$ cat config.mk
export PLATFORM = sky130hd
export DESIGN_NAME = chunk_framer_with_last_marker
export DESIGN_NICKNAME = d
export VERILOG_FILES = /design/src/cfr_pkg.sv /design/src/cfr_ram.sv /design/src/cfr_fifo.sv /design/src/cfr_front.sv /design/src/cfr_back.sv /design/src/chunk_framer_with_last_marker.sv
export SDC_FILE = /design/constraint.sdc
export NUM_CORES = 1
export LEC_CHECK = 0
export ABC_AREA = 1
export BUFFER_PORTS_ARGS = -buffer_cell sky130_fd_sc_hd__buf_4
export CORE_MARGIN = 10
export CORE_UTILIZATION = 51
export CTS_CLUSTER_DIAMETER = 80
export DETAILED_ROUTE_END_ITERATION = 6
export PLACE_DENSITY = 0.66
export SETUP_SLACK_MARGIN = 0.5
export SLEW_MARGIN = 0
export SYNTH_ARGS = -nofsm -noshare
export SYNTH_HDL_FRONTEND = slang
export SYNTH_SLANG_ARGS = --single-unit
$ cat constraint.sdc
create_clock -name clk -period 4.6 [get_ports clk]
set_input_delay 0.69 -clock clk [delete_from_list [all_inputs] [get_ports clk]]
set_output_delay 0.69 -clock clk [all_outputs]
set_load 0.01 [all_outputs]
$ cat src/cfr_pkg.sv
// Shared types and constants for the chunk framer.
// No dependencies; cfr_front, cfr_back and the top level import this package.
`timescale 1ns / 1ps
`default_nettype none

package cfr_pkg;

    // Wide enough for the largest supported chunk size.
    localparam int LEN_W = 6;

    localparam logic [7:0] MARK_MORE = 8'h4E;   // 'N'
    localparam logic [7:0] MARK_LAST = 8'h4C;   // 'L'

    // Header layout: marker, then four length bytes, then payload.
    localparam int HDR_MARK      = 0;
    localparam int HDR_LEN0      = 1;
    localparam int PAYLOAD_START = 5;

    // One closed chunk handed from the front to the back.
    typedef struct packed {
        logic             last;
        logic             bank;
        logic [LEN_W-1:0] len;
    } cfr_desc_t;

    // One frame byte on the result side.
    typedef struct packed {
        logic [7:0] out_byte;
        logic       frame_end;
    } cfr_item_t;

endpackage

`default_nettype wire

$ cat src/cfr_ram.sv
// Generic simple dual-port RAM: one write port, one registered read port.
// No dependencies.
`timescale 1ns / 1ps
`default_nettype none

module cfr_ram #(
    parameter int WIDTH = 8,
    parameter int DEPTH = 64
) (
    input  wire logic                     clk,
    input  wire logic                     we,
    input  wire logic [$clog2(DEPTH)-1:0] waddr,
    input  wire logic [WIDTH-1:0]         wdata,
    input  wire logic                     re,
    input  wire logic [$clog2(DEPTH)-1:0] raddr,
    output logic      [WIDTH-1:0]         rdata
);

    logic [WIDTH-1:0] mem_reg [DEPTH];

    always_ff @(posedge clk)
    begin
        if (we)
        begin
            mem_reg[waddr] <= wdata;
        end
        if (re)
        begin
            rdata <= mem_reg[raddr];
        end
    end

endmodule

`default_nettype wire

$ cat src/cfr_fifo.sv
// Small register FIFO used for the chunk descriptor queue and the result queue.
// No dependencies; DEPTH must be a power of two.
`timescale 1ns / 1ps
`default_nettype none

module cfr_fifo #(
    parameter int WIDTH = 8,
    parameter int DEPTH = 2
) (
    input  wire logic                       clk,
    input  wire logic                       rst_n,
    input  wire logic                       wr_en,
    input  wire logic [WIDTH-1:0]           wdata,
    input  wire logic                       rd_en,
    output logic      [WIDTH-1:0]           rdata,
    output logic                            full,
    output logic                            empty,
    output logic      [$clog2(DEPTH+1)-1:0] count
);

    localparam int AW = (DEPTH > 1) ? $clog2(DEPTH) : 1;
    localparam int CW = $clog2(DEPTH + 1);

    logic [WIDTH-1:0] mem_reg [DEPTH];
    logic [AW-1:0]    wr_ptr_reg, wr_ptr_next;
    logic [AW-1:0]    rd_ptr_reg, rd_ptr_next;
    logic [CW-1:0]    count_reg, count_next;
    logic             do_wr, do_rd;

    assign full  = (count_reg == CW'(DEPTH));
    assign empty = (count_reg == '0);
    assign count = count_reg;
    assign rdata = mem_reg[rd_ptr_reg];
    assign do_wr = wr_en && !full;
    assign do_rd = rd_en && !empty;

    always_comb
    begin
        wr_ptr_next = do_wr ? wr_ptr_reg + AW'(1) : wr_ptr_reg;
        rd_ptr_next = do_rd ? rd_ptr_reg + AW'(1) : rd_ptr_reg;
        count_next  = count_reg;
        if (do_wr && !do_rd)
        begin
            count_next = count_reg + CW'(1);
        end
        else if (do_rd && !do_wr)
        begin
            count_next = count_reg - CW'(1);
        end
    end

    always_ff @(posedge clk or negedge rst_n)
    begin
        if (!rst_n)
        begin
            wr_ptr_reg <= '0;
            rd_ptr_reg <= '0;
            count_reg  <= '0;
        end
        else
        begin
            wr_ptr_reg <= wr_ptr_next;
            rd_ptr_reg <= rd_ptr_next;
            count_reg  <= count_next;
        end
    end

    always_ff @(posedge clk)
    begin
        if (do_wr)
        begin
            mem_reg[wr_ptr_reg] <= wdata;
        end
    end

endmodule

`default_nettype wire

$ cat src/cfr_front.sv
// Front end: accepts stream bytes, writes them into the current chunk bank
// and closes a chunk into a descriptor. Depends on cfr_pkg.
`timescale 1ns / 1ps
`default_nettype none

module cfr_front #(
    parameter int CHUNK_BYTES = 20
) (
    input  wire logic                   clk,
    input  wire logic                   rst_n,
    input  wire logic                   push,
    output logic                        full,
    input  wire logic [7:0]             data_byte,
    input  wire logic                   final_byte,
    output logic                        ram_we,
    output logic [((CHUNK_BYTES > 1) ? $clog2(CHUNK_BYTES) : 1):0] ram_waddr,
    output logic [7:0]                  ram_wdata,
    output logic                        desc_push,
    output cfr_pkg::cfr_desc_t          desc,
    input  wire logic                   desc_full
);

    import cfr_pkg::*;

    localparam int IW = (CHUNK_BYTES > 1) ? $clog2(CHUNK_BYTES) : 1;
    localparam int CW = $clog2(CHUNK_BYTES + 1);

    logic [CW-1:0] fill_reg, fill_next;
    logic          bank_reg, bank_next;
    logic [CW-1:0] count_inc;
    logic          accept;
    logic          close;

    // A bank may be filled only while fewer than two chunks wait or drain.
    assign full      = desc_full;
    assign accept    = push && !desc_full;
    assign count_inc = fill_reg + CW'(1);
    assign close     = accept && ((count_inc == CW'(CHUNK_BYTES)) || final_byte);

    assign ram_we    = accept;
    assign ram_waddr = {bank_reg, fill_reg[IW-1:0]};
    assign ram_wdata = data_byte;

    assign desc_push = close;
    assign desc.last = final_byte;
    assign desc.bank = bank_reg;
    assign desc.len  = LEN_W'(count_inc);

    always_comb
    begin
        fill_next = fill_reg;
        bank_next = bank_reg;
        if (close)
        begin
            fill_next = '0;
            bank_next = !bank_reg;
        end
        else if (accept)
        begin
            fill_next = count_inc;
        end
    end

    always_ff @(posedge clk or negedge rst_n)
    begin
        if (!rst_n)
        begin
            fill_reg <= '0;
            bank_reg <= 1'b0;
        end
        else
        begin
            fill_reg <= fill_next;
            bank_reg <= bank_next;
        end
    end

endmodule

`default_nettype wire

$ cat src/cfr_back.sv
// Back end: walks a closed chunk as marker, length and payload bytes,
// reading payload from the chunk RAM into a result queue. Depends on cfr_pkg
// and cfr_fifo.
`timescale 1ns / 1ps
`default_nettype none

module cfr_back #(
    parameter int CHUNK_BYTES = 20
) (
    input  wire logic                   clk,
    input  wire logic                   rst_n,
    input  wire logic                   desc_valid,
    input  wire cfr_pkg::cfr_desc_t     desc,
    output logic                        desc_pop,
    output logic                        ram_re,
    output logic [((CHUNK_BYTES > 1) ? $clog2(CHUNK_BYTES) : 1):0] ram_raddr,
    input  wire logic [7:0]             ram_rdata,
    output logic                        empty,
    input  wire logic                   pop,
    output logic [7:0]                  out_byte,
    output logic                        frame_end,
    output logic                        item_push,
    output logic                        item_full
);

    import cfr_pkg::*;

    localparam int IW     = (CHUNK_BYTES > 1) ? $clog2(CHUNK_BYTES) : 1;
    localparam int PW     = $clog2(CHUNK_BYTES + PAYLOAD_START);
    localparam int ODEPTH = 2;
    localparam int OCW    = $clog2(ODEPTH + 1);

    localparam logic [PW-1:0] P_MARK  = PW'(HDR_MARK);
    localparam logic [PW-1:0] P_LEN0  = PW'(HDR_LEN0);
    localparam logic [PW-1:0] P_START = PW'(PAYLOAD_START);

    logic [PW-1:0]  pos_reg, pos_next;
    logic           s1_valid_reg;
    logic           s1_ram_reg;
    logic [7:0]     s1_byte_reg;
    logic           s1_end_reg;
    logic [OCW-1:0] out_count;
    logic [OCW:0]   pending;
    logic           issue;
    logic           is_payload;
    logic           is_end;
    logic [PW-1:0]  end_pos;
    logic [PW-1:0]  pay_idx;
    logic [7:0]     hdr_byte;
    cfr_item_t      item_in, item_out;
    logic           unused_empty_q;

    // One byte is issued only if the result queue can take it after the RAM read.
    assign pending    = {1'b0, out_count} + (OCW + 1)'(s1_valid_reg);
    assign issue      = desc_valid && (pending < (OCW + 1)'(ODEPTH));
    assign end_pos    = PW'(desc.len) + P_START - PW'(1);
    assign is_end     = (pos_reg == end_pos);
    assign is_payload = (pos_reg >= P_START);
    assign pay_idx    = pos_reg - P_START;

    assign desc_pop   = issue && is_end;
    assign ram_re     = issue && is_payload;
    assign ram_raddr  = {desc.bank, pay_idx[IW-1:0]};

    always_comb
    begin
        case (pos_reg)
            P_MARK:  hdr_byte = desc.last ? MARK_LAST : MARK_MORE;
            P_LEN0:  hdr_byte = 8'(desc.len);
            default: hdr_byte = 8'h00;
        endcase
    end

    always_comb
    begin
        pos_next = pos_reg;
        if (issue)
        begin
            pos_next = is_end ? '0 : pos_reg + PW'(1);
        end
    end

    always_ff @(posedge clk or negedge rst_n)
    begin
        if (!rst_n)
        begin
            pos_reg      <= '0;
            s1_valid_reg <= 1'b0;
        end
        else
        begin
            pos_reg      <= pos_next;
            s1_valid_reg <= issue;
        end
    end

    always_ff @(posedge clk)
    begin
        if (issue)
        begin
            s1_ram_reg  <= is_payload;
            s1_byte_reg <= hdr_byte;
            s1_end_reg  <= is_end;
        end
    end

    assign item_in.out_byte  = s1_ram_reg ? ram_rdata : s1_byte_reg;
    assign item_in.frame_end = s1_end_reg;
    assign item_push         = s1_valid_reg;

    cfr_fifo #(
        .WIDTH ($bits(cfr_item_t)),
        .DEPTH (ODEPTH)
    ) u_out_q (
        .clk   (clk),
        .rst_n (rst_n),
        .wr_en (s1_valid_reg),
        .wdata (item_in),
        .rd_en (pop),
        .rdata (item_out),
        .full  (item_full),
        .empty (unused_empty_q),
        .count (out_count)
    );

    assign empty     = unused_empty_q;
    assign out_byte  = item_out.out_byte;
    assign frame_end = item_out.frame_end;

endmodule

`default_nettype wire

$ cat src/chunk_framer_with_last_marker.sv
// Chunk framer with last-byte marker: top level.
// Uses cfr_pkg, cfr_ram, cfr_fifo, cfr_front and cfr_back.
//
// Input channel: a stream byte on data_byte with final_byte set on the last
// byte of the stream; an item is taken when push is high and full is low.
// Result channel: frame bytes on out_byte with frame_end set on the last
// payload byte of each frame; the oldest byte is shown while empty is low
// and is removed when pop is high.
// A frame is the marker ('N', or 'L' for the final frame), the payload
// length in four bytes least significant first, then the payload.
// Input bytes go into one of two chunk banks in the chunk RAM, one byte per
// cycle while full is low. A closed chunk becomes a descriptor in a two-entry
// queue. The back end waits on its two-entry result queue: it issues a new
// frame byte only while the queue and its RAM read stage together hold fewer
// than two bytes, so it can stall even with pop held high. The first frame
// byte passes through the descriptor queue, the back end read stage and the
// result queue before it is shown.
// full rises while two closed chunks are still waiting or draining.
// When the receiver stalls, the result queue fills, the back end halts and,
// once both banks are held, full stops the input. Reset empties every
// queue and restarts the fill count; the RAM contents are left as they are.
`timescale 1ns / 1ps
`default_nettype none

module chunk_framer_with_last_marker #(
    parameter int CHUNK_BYTES = 20
) (
    input  wire logic       clk,
    input  wire logic       rst_n,
    input  wire logic       push,
    output logic            full,
    input  wire logic [7:0] data_byte,
    input  wire logic       final_byte,
    output logic            empty,
    input  wire logic       pop,
    output logic      [7:0] out_byte,
    output logic            frame_end
);

    import cfr_pkg::*;

    localparam int IW        = (CHUNK_BYTES > 1) ? $clog2(CHUNK_BYTES) : 1;
    localparam int RAM_DEPTH = 2 * (1 << IW);
    localparam int DQ_DEPTH  = 2;

    logic                      ram_we, ram_re;
    logic [IW:0]               ram_waddr, ram_raddr;
    logic [7:0]                ram_wdata, ram_rdata;
    logic                      dq_push, dq_pop, dq_full, dq_empty;
    logic [$clog2(DQ_DEPTH+1)-1:0] dq_count;
    cfr_desc_t                 desc_in, desc_out;
    logic                      item_push, item_full;

    cfr_front #(
        .CHUNK_BYTES (CHUNK_BYTES)
    ) u_front (
        .clk        (clk),
        .rst_n      (rst_n),
        .push       (push),
        .full       (full),
        .data_byte  (data_byte),
        .final_byte (final_byte),
        .ram_we     (ram_we),
        .ram_waddr  (ram_waddr),
        .ram_wdata  (ram_wdata),
        .desc_push  (dq_push),
        .desc       (desc_in),
        .desc_full  (dq_full)
    );

    cfr_ram #(
        .WIDTH (8),
        .DEPTH (RAM_DEPTH)
    ) u_chunk_ram (
        .clk   (clk),
        .we    (ram_we),
        .waddr (ram_waddr),
        .wdata (ram_wdata),
        .re    (ram_re),
        .raddr (ram_raddr),
        .rdata (ram_rdata)
    );

    cfr_fifo #(
        .WIDTH ($bits(cfr_desc_t)),
        .DEPTH (DQ_DEPTH)
    ) u_desc_q (
        .clk   (clk),
        .rst_n (rst_n),
        .wr_en (dq_push),
        .wdata (desc_in),
        .rd_en (dq_pop),
        .rdata (desc_out),
        .full  (dq_full),
        .empty (dq_empty),
        .count (dq_count)
    );

    cfr_back #(
        .CHUNK_BYTES (CHUNK_BYTES)
    ) u_back (
        .clk        (clk),
        .rst_n      (rst_n),
        .desc_valid (!dq_empty),
        .desc       (desc_out),
        .desc_pop   (dq_pop),
        .ram_re     (ram_re),
        .ram_raddr  (ram_raddr),
        .ram_rdata  (ram_rdata),
        .empty      (empty),
        .pop        (pop),
        .out_byte   (out_byte),
        .frame_end  (frame_end),
        .item_push  (item_push),
        .item_full  (item_full)
    );

    // The back end must never issue a byte the result queue cannot hold.
    a_out_no_overrun: assert property (@(posedge clk) disable iff (!rst_n)
        !(item_push && item_full))
        else $error("result queue written while full");

    // A closed chunk must always find room in the descriptor queue.
    a_desc_no_overrun: assert property (@(posedge clk) disable iff (!rst_n)
        !(dq_push && dq_full))
        else $error("descriptor queue written while full");

    // A final byte always leaves a chunk waiting for the back end.
    a_final_queued: assert property (@(posedge clk) disable iff (!rst_n)
        (push && !full && final_byte) |=> (dq_count != '0))
        else $error("final byte did not close a chunk");

    // The chunk RAM is never read and written at the same address.
    a_bank_split: assert property (@(posedge clk) disable iff (!rst_n)
        (ram_we && ram_re) |-> (ram_waddr[IW] != ram_raddr[IW]))
        else $error("front and back touch the same chunk bank");

endmodule

`default_nettype wire
; Yosys cells after proc, flatten, opt, wreduce, memory -nomap -nowiden
; Memories as Yosys holds them, arrays and structs flattened. A register that Yosys moved wholly into a read port is not among the register bits.
; Index checks and enable logic that the tools add are counted.
[totals]
regBits = 30
ram_bits = 544
output_inout_bits = 11
n_memories = 3
[mem_list]
columns = name, words, word_bits, rd, rd_ports_with_merged_regs, write_ports, line_no
row1 = u_chunk_ram.mem_reg, 64, 8, 1, 1, 1, cfr_ram.sv:19  ; logic [WIDTH-1:0] mem_reg [DEPTH];
row2 = u_back.u_out_q.mem_reg, 2, 9, 1, 0, 1, cfr_fifo.sv:24  ; logic [WIDTH-1:0] mem_reg [DEPTH];
row3 = u_desc_q.mem_reg, 2, 7, 1, 0, 1, cfr_fifo.sv:24
[classes]
add_sub_neg = 14
magnitude_cmp = 2
eq_ne = 5
mux = 16
reduce_logical = 29
[op_table]
columns = cell, count
row1 = case mux 8 bit (2 select lines), 1
row2 = 2-to-1 mux 5 bit, 3
row3 = logical AND 1 bit, 13
row4 = adder 5 x 1 -> 5 bit (second input constant), 2
row5 = 2-to-1 mux 2 bit, 5
row6 = logical NOT 1 bit, 9
row7 = 2-to-1 mux 8 bit, 1
row8 = 2-to-1 mux 1 bit, 6
row9 = nonzero test 2 bit, 3
row10 = adder 5 x 3 -> 5 bit (second input constant), 1
row11 = equality test 5 x 1 -> 1 bit (second input constant), 1
row12 = equality test 5 bit, 1
row13 = equality test 5 bit (second input constant), 1
row14 = >= comparator 5 x 3 -> 1 bit (second input constant), 1
row15 = logical NOT 5 bit, 1
row16 = subtractor 5 x 1 -> 5 bit (second input constant), 1
row17 = subtractor 5 x 3 -> 5 bit (second input constant), 1
row18 = adder 1 bit (second input constant), 4
row19 = adder 2 x 1 -> 2 bit (second input constant), 2
row20 = equality test 2 bit (second input constant), 2
row21 = logical NOT 2 bit, 2
row22 = subtractor 2 x 1 -> 2 bit (second input constant), 2
row23 = adder 2 x 1 -> 3 bit, 1
row24 = < comparator 3 x 2 -> 1 bit (second input constant), 1
row25 = logical OR 1 bit, 1

; Longest topological paths before layout
[logic_depth]
depth_word = 9
ltp_mapped = 16
mapped_depth_nobuf = 12

; Modules after synthesis
; A second synthesis with hierarchy kept.
[hier_totals]
hier_cells = 2150
area_unflattened_um2 = 24624.9
[by_module_without_submodules]
columns = module, instances, cells_each, area_per_inst_um2, seq_area_each_um2
row1 = cfr_ram, 1, 1805, 21419.3, 15615.0
row2 = cfr_back, 1, 129, 1004.7, 420.4
row3 = cfr_fifo (u_back.u_out_q), 1, 78, 880.8, 640.6
row4 = cfr_fifo (u_desc_q), 1, 73, 809.5, 580.6
row5 = cfr_front, 1, 64, 506.7, 150.1
row6 = chunk_framer_with_last_marker, 1, 1, 3.8, 0.0

; Worst setup path after synthesis
; Ideal clock, no wire load.
[synth_path]
path_type = reg-to-reg
start = reg u_back.pos_reg[0]
end = reg u_chunk_ram.rdata[7], read port of u_chunk_ram.mem_reg (data pin)
setup_ns = 0.254
arrival_time_ns = 2.293
required_ns = 4.346
path_slack_ns = 2.053
path_stages_with_launch = 16
path_buffers = 6
cell_sequence = dfrtp_1 > buf_4 > clkinv_1 > buf_2 > buf_2 > ha_1 > buf_2 > clkinv_1 > buf_2 > buf_1 > nand2_1 > nand3_1 > nand3_1 > nand3_1 > nand3_1 > nand2_1
[synth_between]
elab_chain_len = 2
word_cells_on_any_way = 3
classes_between = add/sub (1) / order compare (1) / reduce/logical (1)
[synth_rtl]
columns = item, line_no
row1 = from (decl), cfr_back.sv:37  ; logic [PW-1:0] pos_reg, pos_next;
row2 = from (signal assigned), cfr_back.sv:92  ; pos_reg <= pos_next;
row3 = >= comparator 5 x 3 -> 1 bit, cfr_back.sv:58  ; assign is_payload = (pos_reg >= P_START);
row4 = logical AND 1 bit, cfr_back.sv:62  ; assign ram_re = issue && is_payload;
row5 = to (decl), cfr_ram.sv:16  ; output logic [WIDTH-1:0] rdata
; Several ways; a longest one is shown, not always the timed one.
; A chain may end at the register's enable or synchronous reset.

; Final worst setup path
; Same ends and word-level chain as after synthesis.

==> results_dict.tcl <==
set metrics [dict create \
    synth_top_cell_area_share 0.681 \
    final.setup_skew_ns 0.0235 \
    wl_um 61100 \
    hold_viol 0 \
    port_buffers 23 \
    grt_setup_unrepaired "false" \
    gp_congestion 0.867 \
    layout_common_cells "759 x nand2_1, 560 x edfxtp_1, 350 x nand3_1" \
    nets 2324 \
    grt_antenna_before_repair 1 \
    largest_reg_flops 512 \
    fin_crit_sh 0.820 \
    coreArea_um2 47800 \
    gr-total-overflow 0 \
    wl_per_cell_um 20.6 \
    leakagePower_nw 10.9 \
    path_clk_slew_ns 0.06 \
    hp-class "in2reg" \
    ys_types 28 \
    vias_per_cell 5.54 \
    placed_cell_area_um2 25300 \
    mostFrequentLayoutCell "nand2_1" \
    powerDensity_nw_per_um2 706 \
    ys_seq_elements 580 \
    synth_area_um2 24700 \
    place_hpwl_um 34300 \
    numCtsBuffers 58 \
    cts_tree "built" \
    tns_ns 0 \
    grt_usage 0.214 \
    vdd_drop_max_uv 723 \
    drv_slew 0 \
    cts_sinks 580 \
    ant_nets 0 \
    avgSynthCellArea_um2 10.7 \
    tightest_slew_ns 1.26 \
    ys_warn_count 0 \
    dieArea_um2 57700 \
    final_area_um2 27400 \
    slew_headroom 0.160 \
    cts_root_buf "clkbuf_16" \
    power_w 0.0194 \
    ctsResizeCount 0 \
    clk_latency_ns 0.63 \
    drcViolationCount 0 \
    crit_type "reg2reg" \
    rows 80 \
    netlist_instances 2315 \
    cpPeakStageDelay_ns 1.01 \
    die_h_um 240 \
    syn_nets 2337 \
    grt_pass1_wl_um 93700 \
    maxCapViolCount 0 \
    grt_max_degree 210 \
    synthTopCellsByArea "edfxtp_1 68%, nand2_1 12%, nand3_1 7.1%" \
    arrival_ns 4.14 \
    critical_path.max_fanout 88 \
    status "finished clean" \
    path_cells "buf_4 > buf_4 > nand2_1 > nand3_1 > nand3_1 > nand3_1 > nand3_1 > nand3_1 > nand2_1" \
    crit_required_ns 4.97 \
    io_pins 24 \
    initial_utilization 0.516 \
    path_delay_family "buffers and inverters" \
    first_global_vias 16049 \
    drt-pass1-iter-count 7 \
    period_minus_slack_ns 3.77 \
    slowest_stage "dfrtp_4" \
    ys_seq_area_frac 0.701 \
    htreeDepth 2 \
    vias 16417 \
    drtIter0Drc 1932 \
    setup_violations 0 \
    dieWidth_um 240 \
    clock.fmax_mhz 265 \
    drive_gt1_frac 0.0613 \
    clk_path_buf_depth 3 \
    area_delta_synth_final_pct 11.0 \
    synth_top_area_cell "edfxtp_1" \
    path_buf_inv 2 \
    cpMostUsedCell "nand3_1" \
    crit_path_start_kind "register" \
    end_kind "register" \
]
cell usage after synthesis:
| master | instances |
|---|---|
| a21oi_1 | 4 |
| buf_1 | 9 |
| buf_2 | 53 |
| buf_4 | 1 |
| buf_6 | 2 |
| clkbuf_1 | 45 |
| clkinv_1 | 4 |
| dfrtp_1 | 20 |
| edfxtp_1 | 560 |
| ha_1 | 9 |
| inv_1 | 219 |
| inv_2 | 2 |
| mux2_2 | 6 |
| nand2_1 | 759 |
| nand3_1 | 350 |
| nand4_1 | 6 |
| nor2_1 | 179 |
| nor2_2 | 1 |
| nor3_1 | 1 |
| o211ai_1 | 1 |
| o21ai_0 | 62 |
| o21ai_1 | 1 |
| o21ai_2 | 3 |
| or2_2 | 1 |
| xnor2_1 | 7 |
| xnor2_2 | 1 |
| xor2_1 | 7 |
| xor2_2 | 2 |
where the power goes:
group          leakage (nW)  internal (W)  switching (W)
sequential             5.30       0.00627       0.000375
clock                 0.994       0.00309        0.00204
combinational          4.57       0.00217        0.00541
final cells by class:
class,count,area [um^2]
clock buffers,70,1560
fillers,3942,20400
flip-flops and latches,580,17300
clock inverters,38,505
well taps,615,769
diodes,1,2.50
inverters,225,852
repair buffers,37,330
multi-input cells,1400,6080
layer usage:
layer / GRT usage / up-vias / share of wire
met4: 0.0821 / 2 / 0.035
met5: 0 / - / 0.00020
li1: - / 7682 / -
met2: 0.347 / 655 / 0.48
met3: 0.0409 / 134 / 0.072
met1: 0.281 / 7944 / 0.41
kinds of logic (layout without fill, tap and decap cells):
| group | after synthesis | after routing | share of synthesized area |
|---|---|---|---|
| AOI/OAI and AO/OA | 71 | 71 | 0.0149 |
| xor gates and xnor gates | 17 | 17 | 0.00694 |
| adders and majority gates | 9 | 9 | 0.00456 |
| buffers and inverters | 335 | 370 | 0.0543 |
| DFF | 580 | 580 | 0.701 |
| muxes | 6 | 6 | 0.00273 |
| other | 0 | 1 | 0 |
| and+or+nand+nor | 1297 | 1297 | 0.216 |
final timing paths:
check | start | end | slack [ns] | depth (start not counted)
hold reg to reg | u_back.s1_end_reg | u_back.u_out_q.mem_reg[1][0] | 0.45 | 0
setup / recovery | u_back.pos_reg[0] | u_chunk_ram.rdata[7] | 0.83 | 9
max in group asynchronous | rst_n | u_back.pos_reg[0] | 3.86 | 2
hold / removal | final_byte | u_desc_q.mem_reg[0][6] | 0.27 | 1
setup reg to reg | u_back.pos_reg[0] | u_chunk_ram.rdata[7] | 0.83 | 9
min in group asynchronous | rst_n | u_back.u_out_q.rd_ptr_reg | 0.49 | 2
timing repair:
| action | CTS | global route |
|---|---|---|
| hold buffers | 1 | 0 |
| buffers inserted | 0 | 0 |
| endpoints found under the hold margin | 20 | 0 |
worst reg2reg max path, stage by stage (launching register included):
cell	delay, ns
dfrtp_4	1.01
buf_4	0.96
buf_4	0.71
nand2_1	0.12
nand3_1	0.09
nand3_1	0.12
nand3_1	0.20
nand3_1	0.12
nand3_1	0.12
nand2_1	0.07
metrics by stage:
| step | setup slack (ns) | cells | util | hold slack, ns |
|---|---|---|---|---|
| final | 0.826 | 2966 | 0.573 | 0.271 |
| after global routing | 0.618 | 2965 | 0.573 | 0.250 |
| after floorplan | 2.05 | 2315 | - | 0.394 |
| after CTS | 0.873 | 2965 | 0.573 | 0.242 |
| after detailed placement | 0.903 | 2856 | 0.530 | 0.439 |
| after global placement | 0.966 | 2856 | 0.530 | 0.424 |
Power figures use the tool's default switching activity.
